`src/sv/unique_value_ordered_list_top_defines.svh`:
```
// Assertion helpers shared by the list block.
`ifndef UNIQUE_VALUE_ORDERED_LIST_TOP_DEFINES_SVH
`define UNIQUE_VALUE_ORDERED_LIST_TOP_DEFINES_SVH

// Check a consequence in the same cycle as its trigger.
`define UVOL_ASSERT_SAME(label, ante, cons, msg) \
  label: assert property (@(posedge clk) disable iff (rst) (ante) |-> (cons)) else $error(msg);

// Check a consequence in the cycle after its trigger.
`define UVOL_ASSERT_NEXT(label, ante, cons, msg) \
  label: assert property (@(posedge clk) disable iff (rst) (ante) |=> (cons)) else $error(msg);

`endif

```
`src/sv/uvol_pkg.sv`:
```
package uvol_pkg;

  localparam int ValueW = 32;
  localparam int KindW  = 3;
  localparam int StatW  = 3;
  localparam int CountW = 5;

  // Operation codes
  localparam logic [KindW-1:0] K_INS_FRONT = 3'd0;
  localparam logic [KindW-1:0] K_INS_BACK  = 3'd1;
  localparam logic [KindW-1:0] K_REM_FRONT = 3'd2;
  localparam logic [KindW-1:0] K_REM_BACK  = 3'd3;
  localparam logic [KindW-1:0] K_REM_VALUE = 3'd4;
  localparam logic [KindW-1:0] K_SEARCH    = 3'd5;
  localparam logic [KindW-1:0] K_CLEAR     = 3'd6;

  // Status codes
  localparam logic [StatW-1:0] ST_OK       = 3'd0;
  localparam logic [StatW-1:0] ST_DUP      = 3'd1;
  localparam logic [StatW-1:0] ST_FULL     = 3'd2;
  localparam logic [StatW-1:0] ST_EMPTY    = 3'd3;
  localparam logic [StatW-1:0] ST_NOTFOUND = 3'd4;

endpackage

```
`src/sv/uvol_ifs.sv`:
```
interface uvol_req_if import uvol_pkg::*; ();
  logic                     valid;
  logic                     ready;
  logic [KindW-1:0]         kind;
  logic signed [ValueW-1:0] value;

  modport source (output valid, kind, value, input ready);
  modport sink (input valid, kind, value, output ready);
endinterface

interface uvol_rsp_if import uvol_pkg::*; ();
  logic              valid;
  logic              ready;
  logic [StatW-1:0]  status;
  logic              found;
  logic [CountW-1:0] count;

  modport source (output valid, status, found, count, input ready);
  modport sink (input valid, status, found, count, output ready);
endinterface

```
`src/sv/uvol_store.sv`:
```
module uvol_store import uvol_pkg::*; #(
  parameter int DEPTH = 16,
  parameter int AW    = 4
) (
  input  logic              clk,
  input  logic              wr_en,
  input  logic [AW-1:0]     wr_addr,
  input  logic [ValueW-1:0] wr_data,
  input  logic [AW-1:0]     rd_addr,
  output logic [ValueW-1:0] rd_data
);

  logic [ValueW-1:0] mem [DEPTH];

  // One write port, one registered read port
  always_ff @(posedge clk) begin
    if (wr_en) begin
      mem[wr_addr] <= wr_data;
    end
    rd_data <= mem[rd_addr];
  end

endmodule

```
`src/sv/uvol_ctrl.sv`:
```
`include "unique_value_ordered_list_top_defines.svh"

module uvol_ctrl import uvol_pkg::*; #(
  parameter int CAPACITY = 16,
  parameter int AW       = 4
) (
  input  logic              clk,
  input  logic              rst,
  uvol_req_if.sink          req,
  uvol_rsp_if.source        rsp,
  output logic              wr_en,
  output logic [AW-1:0]     wr_addr,
  output logic [ValueW-1:0] wr_data,
  output logic [AW-1:0]     rd_addr,
  input  logic [ValueW-1:0] rd_data
);

  localparam int LW = $clog2(CAPACITY + 1);

  localparam logic [1:0] S_IDLE  = 2'd0;
  localparam logic [1:0] S_SCAN  = 2'd1;
  localparam logic [1:0] S_SHIFT = 2'd2;
  localparam logic [1:0] S_DONE  = 2'd3;

  logic [1:0]        state;
  logic [KindW-1:0]  op;
  logic [ValueW-1:0] val;
  logic [AW-1:0]     head;
  logic [LW-1:0]     len;
  logic [LW-1:0]     idx;
  logic [LW-1:0]     wr_idx;
  logic              pend;
  logic [StatW-1:0]  res_status;
  logic              res_found;

  logic [AW-1:0]     head_dec;
  logic [AW-1:0]     head_inc;
  logic              match;
  logic              scan_end;
  logic              ins_ok;
  logic              is_insert;

  // Map a list position onto the circular store
  function automatic logic [AW-1:0] phys(input logic [AW-1:0] h, input logic [LW-1:0] pos);
    logic [LW:0] sum;
    sum = (LW+1)'(h) + (LW+1)'(pos);
    if (sum >= (LW+1)'(CAPACITY)) begin
      sum = sum - (LW+1)'(CAPACITY);
    end
    return AW'(sum);
  endfunction

  assign head_dec  = (head == '0) ? AW'(CAPACITY - 1) : head - 1'b1;
  assign head_inc  = (head == AW'(CAPACITY - 1)) ? '0 : head + 1'b1;
  assign match     = pend && (rd_data == val);
  assign scan_end  = match || (idx >= len);
  assign is_insert = (op == K_INS_FRONT) || (op == K_INS_BACK);
  assign ins_ok    = is_insert && !match && (len < LW'(CAPACITY));
  assign req.ready = (state == S_IDLE);
  assign rd_addr   = phys(head, idx);

  // Drive the store write port: insert on scan end, gap closing while shifting
  always_comb begin
    wr_en   = 1'b0;
    wr_addr = phys(head, wr_idx);
    wr_data = rd_data;
    if (state == S_SCAN && scan_end && ins_ok) begin
      wr_en   = 1'b1;
      wr_addr = (op == K_INS_FRONT) ? head_dec : phys(head, len);
      wr_data = val;
    end else if (state == S_SHIFT && pend) begin
      wr_en = 1'b1;
    end
  end

  // Sequence one transaction at a time
  always_ff @(posedge clk) begin
    if (rst) begin
      state     <= S_IDLE;
      head      <= '0;
      len       <= '0;
      pend      <= 1'b0;
      rsp.valid <= 1'b0;
    end else begin
      // Drop the result once taken, unless a new one loads in the same cycle
      if (rsp.valid && rsp.ready && state != S_DONE) begin
        rsp.valid <= 1'b0;
      end
      case (state)
        S_IDLE: begin
          if (req.valid) begin
            op        <= req.kind;
            val       <= req.value;
            idx       <= '0;
            pend      <= 1'b0;
            res_found <= 1'b0;
            case (req.kind)
              K_INS_FRONT, K_INS_BACK, K_REM_VALUE, K_SEARCH: begin
                res_status <= ST_OK;
                state      <= S_SCAN;
              end
              K_REM_FRONT: begin
                state <= S_DONE;
                if (len == '0) begin
                  res_status <= ST_EMPTY;
                end else begin
                  res_status <= ST_OK;
                  head       <= head_inc;
                  len        <= len - 1'b1;
                end
              end
              K_REM_BACK: begin
                state <= S_DONE;
                if (len == '0) begin
                  res_status <= ST_EMPTY;
                end else begin
                  res_status <= ST_OK;
                  len        <= len - 1'b1;
                end
              end
              K_CLEAR: begin
                res_status <= ST_OK;
                state      <= S_DONE;
                len        <= '0;
              end
              default: begin
                res_status <= ST_OK;
                state      <= S_DONE;
              end
            endcase
          end
        end
        S_SCAN: begin
          if (scan_end) begin
            pend      <= 1'b0;
            res_found <= (op == K_SEARCH) && match;
            if (is_insert) begin
              state <= S_DONE;
              if (match) begin
                res_status <= ST_DUP;
              end else if (!ins_ok) begin
                res_status <= ST_FULL;
              end else begin
                len <= len + 1'b1;
                if (op == K_INS_FRONT) begin
                  head <= head_dec;
                end
              end
            end else if (op == K_REM_VALUE && match) begin
              // idx already points one past the match
              wr_idx <= idx - 1'b1;
              state  <= S_SHIFT;
            end else begin
              state <= S_DONE;
              if (op == K_REM_VALUE) begin
                res_status <= ST_NOTFOUND;
              end
            end
          end else begin
            idx  <= idx + 1'b1;
            pend <= 1'b1;
          end
        end
        S_SHIFT: begin
          if (pend) begin
            wr_idx <= wr_idx + 1'b1;
          end
          if (idx < len) begin
            idx  <= idx + 1'b1;
            pend <= 1'b1;
          end else begin
            pend <= 1'b0;
          end
          if (!pend && idx >= len) begin
            len   <= len - 1'b1;
            state <= S_DONE;
          end
        end
        S_DONE: begin
          if (!rsp.valid || rsp.ready) begin
            rsp.valid  <= 1'b1;
            rsp.status <= res_status;
            rsp.found  <= res_found;
            rsp.count  <= CountW'(len);
            state      <= S_IDLE;
          end
        end
        default: begin
          state <= S_IDLE;
        end
      endcase
    end
  end

  `UVOL_ASSERT_SAME(a_len_bound, 1'b1, len <= LW'(CAPACITY), "length above capacity")
  `UVOL_ASSERT_SAME(a_head_bound, 1'b1, head <= AW'(CAPACITY - 1), "head out of range")
  `UVOL_ASSERT_SAME(a_wr_state, wr_en, state == S_SCAN || state == S_SHIFT, "write outside walk")
  `UVOL_ASSERT_SAME(a_shift_order, state == S_SHIFT, wr_idx < idx, "gap write not behind read")
  `UVOL_ASSERT_NEXT(a_busy, req.valid && req.ready, !req.ready, "accepted while busy")

endmodule

```
`src/sv/unique_value_ordered_list_top.sv`:
```
// Path from acceptance to the result register: remove front/back, clear and unused kinds go
//   straight to the done state; insert, search and remove-by-value first scan the stored
//   entries (one stored entry compared per cycle); a remove-by-value hit then closes the gap.
// Throughput: one transaction at a time, accepted the cycle after the previous result loads;
//   a result still held by the sink delays the next load.
// Reset: synchronous; clears count, head pointer and handshake state, store left undefined.
module unique_value_ordered_list_top import uvol_pkg::*; #(
  parameter int CAPACITY = 16
) (
  input logic        clk,
  input logic        rst,
  uvol_req_if.sink   req,
  uvol_rsp_if.source rsp
);

  localparam int AW = $clog2(CAPACITY);

  logic              wr_en;
  logic [AW-1:0]     wr_addr;
  logic [ValueW-1:0] wr_data;
  logic [AW-1:0]     rd_addr;
  logic [ValueW-1:0] rd_data;

  uvol_ctrl #(
    .CAPACITY(CAPACITY),
    .AW(AW)
  ) u_ctrl (
    .clk(clk),
    .rst(rst),
    .req(req),
    .rsp(rsp),
    .wr_en(wr_en),
    .wr_addr(wr_addr),
    .wr_data(wr_data),
    .rd_addr(rd_addr),
    .rd_data(rd_data)
  );

  uvol_store #(
    .DEPTH(CAPACITY),
    .AW(AW)
  ) u_store (
    .clk(clk),
    .wr_en(wr_en),
    .wr_addr(wr_addr),
    .wr_data(wr_data),
    .rd_addr(rd_addr),
    .rd_data(rd_data)
  );

endmodule

```
`src/flat_wrapper.sv`:
```
// flat-port wrapper written by rule: the top's interface ports become plain ports
module unique_value_ordered_list_top_flat import uvol_pkg::*;
#(
  parameter int CAPACITY = 16
)
  (clk, rst, req_valid, req_kind, req_value, req_ready, rsp_valid, rsp_status, rsp_found, rsp_count, rsp_ready);
  uvol_req_if req_i ();
  uvol_rsp_if rsp_i ();
  input logic clk;
  input logic rst;
  input wire logic [$bits(req_i.valid)-1:0] req_valid;
  input wire logic [$bits(req_i.kind)-1:0] req_kind;
  input wire logic [$bits(req_i.value)-1:0] req_value;
  output wire logic [$bits(req_i.ready)-1:0] req_ready;
  output wire logic [$bits(rsp_i.valid)-1:0] rsp_valid;
  output wire logic [$bits(rsp_i.status)-1:0] rsp_status;
  output wire logic [$bits(rsp_i.found)-1:0] rsp_found;
  output wire logic [$bits(rsp_i.count)-1:0] rsp_count;
  input wire logic [$bits(rsp_i.ready)-1:0] rsp_ready;
  assign req_i.valid = req_valid;
  assign req_i.kind = req_kind;
  assign req_i.value = req_value;
  assign req_ready = req_i.ready;
  assign rsp_valid = rsp_i.valid;
  assign rsp_status = rsp_i.status;
  assign rsp_found = rsp_i.found;
  assign rsp_count = rsp_i.count;
  assign rsp_i.ready = rsp_ready;
  unique_value_ordered_list_top #(.CAPACITY(CAPACITY)) u_core (.clk(clk), .rst(rst), .req(req_i), .rsp(rsp_i));
endmodule
```
`config.mk`:
```
export PLATFORM = sky130hd
export DESIGN_NAME = unique_value_ordered_list_top_flat
export DESIGN_NICKNAME = d
export VERILOG_FILES = /design/src/sv/uvol_pkg.sv /design/src/sv/uvol_ifs.sv /design/src/sv/uvol_store.sv /design/src/sv/uvol_ctrl.sv /design/src/sv/unique_value_ordered_list_top.sv /design/src/flat_wrapper.sv
export VERILOG_INCLUDE_DIRS = /design/src /design/src/sv
export SDC_FILE = /design/constraint.sdc
export NUM_CORES = 1
export LEC_CHECK = 0
export ABC_AREA = 1
export BUFFER_PORTS_ARGS = -buffer_cell sky130_fd_sc_hd__buf_2
export CAP_MARGIN = 20
export CORE_UTILIZATION = 35
export CTS_BUF_LIST = sky130_fd_sc_hd__clkbuf_4
export DETAILED_ROUTE_END_ITERATION = 7
export PLACE_DENSITY_LB_ADDON = 0.1
export SLEW_MARGIN = 0
export SYNTH_ARGS = -nofsm -noshare
export SYNTH_HDL_FRONTEND = slang
export SYNTH_SLANG_ARGS = --single-unit
```
`constraint.sdc`:
```
create_clock -name clk -period 5 [get_ports clk]
set_input_delay 0.5 -clock clk [delete_from_list [all_inputs] [get_ports clk]]
set_output_delay 0.5 -clock clk [all_outputs]
set_load 0.02 [all_outputs]
```
==> results.yml, run 1 <==
cts:
  clk_path_buf_depth: 3
  cts_resized: 0
  clk_latency_ns: 1.00
  root_buffer: "clkbuf_4"
  clock-sinks: 614
  cts_hold_buf: 39
  clk_pin_slew_ns: 0.06
  cts_buffers: 170
  cts_tree: "built"
  postCtsSetupBuffers: 0
  htreeDepth: 4
floorplanning:
  core_area_um2: 73300
  die_width_um: 275
  start_util_pct: 35.6
  std_cell_rows: 99
  die-area_um2: 75600
  die_y_um: 275
  io_pins: 50
cells_and_area:
  fin_util_pct: 41.7
  stdcell_count: 3458
  drive_gt1_share_pct: 18.9
  fillers: 7015
  regArea_um2: 18000
  areaGrowthSynthToFinish_pct: 17.2
  layout.nets: 2429
  final_common_cell: "edfxtp_1"
  mostFrequentLayoutCells: "edfxtp_1 (569), nand2_1 (279), clkbuf_4 (252), o21ai_0 (246), inv_1 (233)"
  multi_input_area_um2: 6890
place:
  dp_cells: 3110
  io_buffers: 49
  hpwl_mm: 43.1
  place.gp.congestion: 0.838
setup_path:
  worstPathArrival_ns: 4.35
  startpoint_type: "flip-flop"
  worstSetupStartpoint: "u_core.u_ctrl.len[4]"
  criticalPathCategory: "flip-flop to flip-flop"
  worstPathMaxFanout: 17
  required_ns: 5.66
  worstRegToRegCells: 15
  r2r_start: "u_core.u_ctrl.len[4]"
  r2r_end: "u_core.u_store.mem[5][25]"
  endpoint_kind: "flip-flop"
  r2r_setup_slack_ns: 1.31
  crit_path_end: "u_core.u_store.mem[5][25]"
timing:
  rsz0062_at_grt: "false"
  fmax_ghz: 0.271
  hold_ws_ns: 0.276
  hold_viol: 0
  clock_skew_ns: 0.0639
  timing.final.crit_period_ns: 3.69
  timing.slew.headroom_pct: 36.1
  fin_setup_tns_ns: 0
  worstMarginPinSlew_ns: 0.958
  setup_viol: 0
  slew_violations: 0
  post-route-period-util_pct: 73.7
worst_hold_path:
  min_path_type: "primary input to flip-flop"
  worstHoldPathCells: 2
power_and_ir_drop:
  power_density_nw_per_um2: 728
  p_sw_share_pct: 43.6
  power.switching_w: 0.00970
  p_seq_share_pct: 32.2
  power.internal_w: 0.0126
  p_leak_nw: 11.6
  p_total_w: 0.0222
  pwr-share-comb_pct: 47.3
  irDropWorstVdd_mv: 0.614
  clkPwrFrac_pct: 20.5
routing:
  first_pass_iters: 7
  wl_per_cell_um: 20.3
  drt_iter0_drc: 1123
  drc: 2
  vias: 17024
  viasPerCell: 4.92
  wirelength_mm: 70.1
  ant_nets: 0
synthesis:
  synthArstFlopShare_pct: 0
  syn_area_um2: 26100
  synthesis.nets: 2189
  yosysWarnings: 0
  yosysSeqAreaShare_pct: 69.0
  synth-edff-count: 569
  synth_flop_cell: "edfxtp_1"
  synth.distinct_cells: 46
  ys_seq_elements: 614
  avgSynthCellArea_um2: 12.3
  synthCells: 2122
global_route:
  grt.overflow.total: 0
  grt_max_degree: 101
  antenna_found_initial: 3
  grt_pass1_vias: 16913
  track_usage_pct: 18.9
  grt_pass1_wl_mm: 106
run_status:
  status: "complete, but fails checks"
  violations: "design-rule violations"
flow_run:
  cap_violations: 0
registers in the layout, summed over array words and instances (netlist names), 3 cells and up:
register	cells
u_core.u_ctrl.wr_idx	4
u_core.u_ctrl.rsp.status	3
u_core.u_ctrl.idx	5
u_core.u_store.rd_data	32
u_core.u_ctrl.op	3
u_core.u_ctrl.len	5
u_core.u_store.mem	512
u_core.u_ctrl.head	4
u_core.u_ctrl.rsp.count	5
u_core.u_ctrl.res_status	3
u_core.u_ctrl.val	32
metal layers:
layer  share of wire [%]  wire length, um  track usage (%)  up-vias
li1                    -                -                -     8156
met1                  48            33500             26.3     8381
met2                  46            32300             29.5      373
met3                 4.2             2960             3.89      114
met4                 1.9             1320             6.27        0
met5                   0                0                0        -
Yosys cell counts (14+ instances only):
cell type  instances  share of area, %
edfxtp_1         569                66
nand2_1          279               4.0
o21ai_0          246               4.7
inv_1            233               3.4
a21oi_1          177               3.4
mux2i_1          128               4.9
nor2_1            86               1.2
o211ai_1          65               1.9
clkbuf_1          57              0.82
dfxtp_1           45               3.5
a31oi_1           32              0.77
nand3_1           30              0.58
buf_2             29              0.56
ha_1              25               1.2
xnor2_1           14              0.47
logic make-up (layout without fill, tap and decap cells):
logic type / Yosys count / after routing / synth area share (%)
adder cells (fa/ha/maj): 28 / 28 / 1.43
flip-flops: 614 / 614 / 69.0
XOR/XNOR: 25 / 25 / 0.868
other: 0 / 2 / 0
AO/OA/AOI/OAI: 537 / 537 / 11.2
AND/OR/NAND/NOR: 443 / 443 / 7.29
buffers and inverters: 347 / 722 / 5.32
multiplexers: 128 / 128 / 4.91
through the flow:
stage	setup slack (ns)	instance area, um2
floorplan	1.26	26100
global placement	1.29	28000
global route	1.01	30600
finish	1.31	30600
CTS	1.34	30600
detailed placement	1.37	28000
power groups by stage:
| stage | logic (W) | registers [W] | clock network [W] |
|---|---|---|---|
| 6_report | 0.0105 | 0.00715 | 0.00456 |
| 5_1_grt | 0.0117 | 0.00720 | 0.00499 |
| 4_1_cts | 0.0107 | 0.00716 | 0.00474 |
| 3_5_place_dp | 0.0106 | 0.00727 | 0 |
| 3_3_place_gp | 0.0106 | 0.00727 | 0 |
| 2_1_floorplan | 0.00683 | 0.00717 | 0 |
final cells by class:
cell class / count / share of cell area [%]
clock inverter: 55 / 1.03
multi-input combinational: 1161 / 22.5
timing repair buffer: 170 / 4.46
antenna: 2 / 0.0164
inverter: 245 / 3.02
tap: 959 / 3.92
clock buffer: 252 / 6.19
sequential: 614 / 58.8
critical path, stage by stage, from the launching register on:
cell	delay, ns
dfxtp_1	0.52
inv_1	0.13
ha_1	0.31
nand2_1	0.06
nor2_1	0.13
nand2_1	0.06
nand3_1	0.16
inv_1	0.08
nand2_1	0.14
inv_1	0.13
a21oi_4	0.36
nand3_2	0.11
nand2_2	0.12
nand3_2	0.20
nor2_4	0.58
buf_12	0.26
worst min-delay path by stage:
stage | from | end | slack, ns
6_report | req_value[23] | u_core.u_ctrl.val[23] | 0.28
5_1_grt | req_value[0] | u_core.u_ctrl.val[0] | 0.19
4_1_cts | req_value[30] | u_core.u_ctrl.val[30] | 0.15
3_5_place_dp | u_core.u_ctrl.res_status[1] | u_core.u_ctrl.rsp.status[1] | 0.41
3_3_place_gp | u_core.u_ctrl.res_status[2] | u_core.u_ctrl.rsp.status[2] | 0.42
2_1_floorplan | u_core.u_ctrl.res_found | u_core.u_ctrl.rsp.found | 0.40
(Power assumes the default switching activity.)
==> run 2: changes to the inputs <==
clock period = 3.3 ns   (was 5 ns; I/O delays follow)
==> run 2 against run 1 <==
Effect of this change:
- the flow still finishes with violations (design-rule violations)
- maximum frequency rose by 16%
- critical path type unchanged
- first-iteration DRC count grew 25%
- clock power rose by 51%
- largest cell class unchanged
- register-to-register slack worse by 1.2 ns
- worst setup slack worse by 1.2 ns
==> results.yml, run 2 (synthesis results as in run 1) <==
cts:
  clk_path_buf_depth: 3
  root_buffer: "clkbuf_4"
  cts_tree: "built"
  clk_pin_slew_ns: 0.07
  htreeDepth: 4
  clk_latency_ns: 0.98
  clock-sinks: 614
  cts_buffers: 168
timing:
  post-route-period-util_pct: 96.4
  hold_viol: 0
  setup_viol: 0
  slew_violations: 0
  worstMarginPinSlew_ns: 0.678
  clock_skew_ns: 0.0622
  timing.final.crit_period_ns: 3.18
  fmax_ghz: 0.314
  timing.slew.headroom_pct: 54.4
floorplanning:
  die_width_um: 275
  die_y_um: 275
  start_util_pct: 35.6
  std_cell_rows: 99
  die-area_um2: 75600
  io_pins: 50
  core_area_um2: 73300
power_and_ir_drop:
  power.internal_w: 0.0197
  p_total_w: 0.0345
  p_seq_share_pct: 31.2
  pwr-share-comb_pct: 48.9
  p_leak_nw: 12.0
  p_sw_share_pct: 42.9
  power.switching_w: 0.0148
  power_density_nw_per_um2: 1100
  irDropWorstVdd_mv: 0.793
  clkPwrFrac_pct: 19.9
routing:
  wirelength_mm: 72.4
  drc: 4
  first_pass_iters: 8
  ant_nets: 0
  viasPerCell: 4.92
  drt_iter0_drc: 1399
  vias: 17270
  wl_per_cell_um: 20.6
run_status:
  violations: "design-rule violations"
  status: "complete, but fails checks"
setup_path:
  worstPathArrival_ns: 3.95
  endpoint_kind: "flip-flop"
  required_ns: 4.07
  worstPathMaxFanout: 64
  cp_slowest_stage_delay_ns: 1.00
  r2r_start: "u_core.u_ctrl.head[0]"
  startpoint_type: "flip-flop"
  criticalPathCategory: "flip-flop to flip-flop"
  worstSetupStartpoint: "u_core.u_ctrl.head[0]"
  crit_buf_inv: 3
  crit_family: "adder cells"
  crit_chain: "ha_4 > inv_1 > fa_4 > inv_4 > buf_12 > o211ai_1 > a21oi_1 > a31oi_1"
  cp_slowest_cell: "fa_4"
flow_run:
  cap_violations: 0
worst_hold_path:
  min_path_type: "primary input to flip-flop"
  min_from: "req_kind[1]"
cells_and_area:
  layout.nets: 2487
  drive_gt1_share_pct: 20.2
  regMostFlops: "u_core.u_store.mem"
  reg_top3: "u_core.u_store.mem (512), u_core.u_ctrl.val (32), u_core.u_store.rd_data (32)"
  largest_reg_flops: 512
  final_common_cell: "edfxtp_1"
  mostFrequentLayoutCells: "edfxtp_1 (569), nand2_1 (279), clkbuf_4 (260), o21ai_0 (245), inv_1 (233)"
  fillers: 6916
  stdcell_count: 3513
  fin_area_um2: 31500
  areaGrowthSynthToFinish_pct: 20.9
global_route:
  grt_pass1_vias: 17268
  grt_pass1_wl_mm: 108
  antenna_found_initial: 1
  track_usage_pct: 19.5
  grt_max_degree: 73
  grt.overflow.total: 0
place:
  place.gp.congestion: 0.895
  dp_cells: 3149
  placed_area_um2: 28700
  hpwl_mm: 45.6
  io_buffers: 49
run 2: metrics by stage:
| step | setup slack [ns] | hold WS, ns | util, % | setup TNS, ns |
|---|---|---|---|---|
| 4_1_cts | 0.0173 | 0.0185 | 42.8 | 0 |
| 3_3_place_gp | 0.0686 | 0.406 | 39.1 | 0 |
| 6_report | 0.118 | 0.156 | 43.0 | 0 |
| 3_5_place_dp | 0.0429 | 0.407 | 39.1 | 0 |
| 5_1_grt | -0.00536 | 0.0722 | 43.0 | -0.00558 |
| 2_1_floorplan | -0.443 | 0.400 | - | -224.92 |
run 2: cell type report:
class	count	area, um2	share of cell area, %
antenna	3	7.51	0.0238
clock buffer	260	1950	6.19
clock inverter	41	233	0.738
inverter	245	922	2.92
multi-input combinational	1161	6890	21.9
sequential	614	18000	57.0
tap	959	1200	3.80
timing repair buffer	230	2340	7.43
run 2: final timing paths:
kind	end	slack, ns	depth (start not counted)
worst min register to register	u_core.u_ctrl.rsp.status[2]	0.42	0
worst min-delay path	u_core.u_ctrl.op[1]	0.16	2
worst max register to register	u_core.u_store.rd_data[31]	0.12	8
worst max-delay path	u_core.u_store.rd_data[31]	0.12	8
run 2: power groups by stage:
stage | logic [W] | registers [W] | clock network (W)
global placement | 0.0170 | 0.0109 | 0
floorplan | 0.0103 | 0.0109 | 0
finish | 0.0169 | 0.0108 | 0.00688
CTS | 0.0171 | 0.0108 | 0.00714
global route | 0.0186 | 0.0108 | 0.00753
detailed placement | 0.0170 | 0.0109 | 0
run 2: layer usage:
metal | share of wire [%] | up-vias | track usage, %
li1 | - | 8270 | -
met3 | 4.6 | 116 | 3.98
met1 | 46 | 8450 | 26.2
met5 | 0 | - | 0
met2 | 47 | 434 | 31.2
met4 | 2.3 | 0 | 7.14
run 2: timing repair:
| action | CTS | global route |
|---|---|---|
| endpoints found under the hold margin | 68 | 0 |
| endpoints found under the setup margin | 3 | 208 |
| hold buffers | 50 | 0 |
| pin swaps | 1 | 7 |
| gates resized for setup | 0 | 1 |
| setup buffers | 0 | 10 |
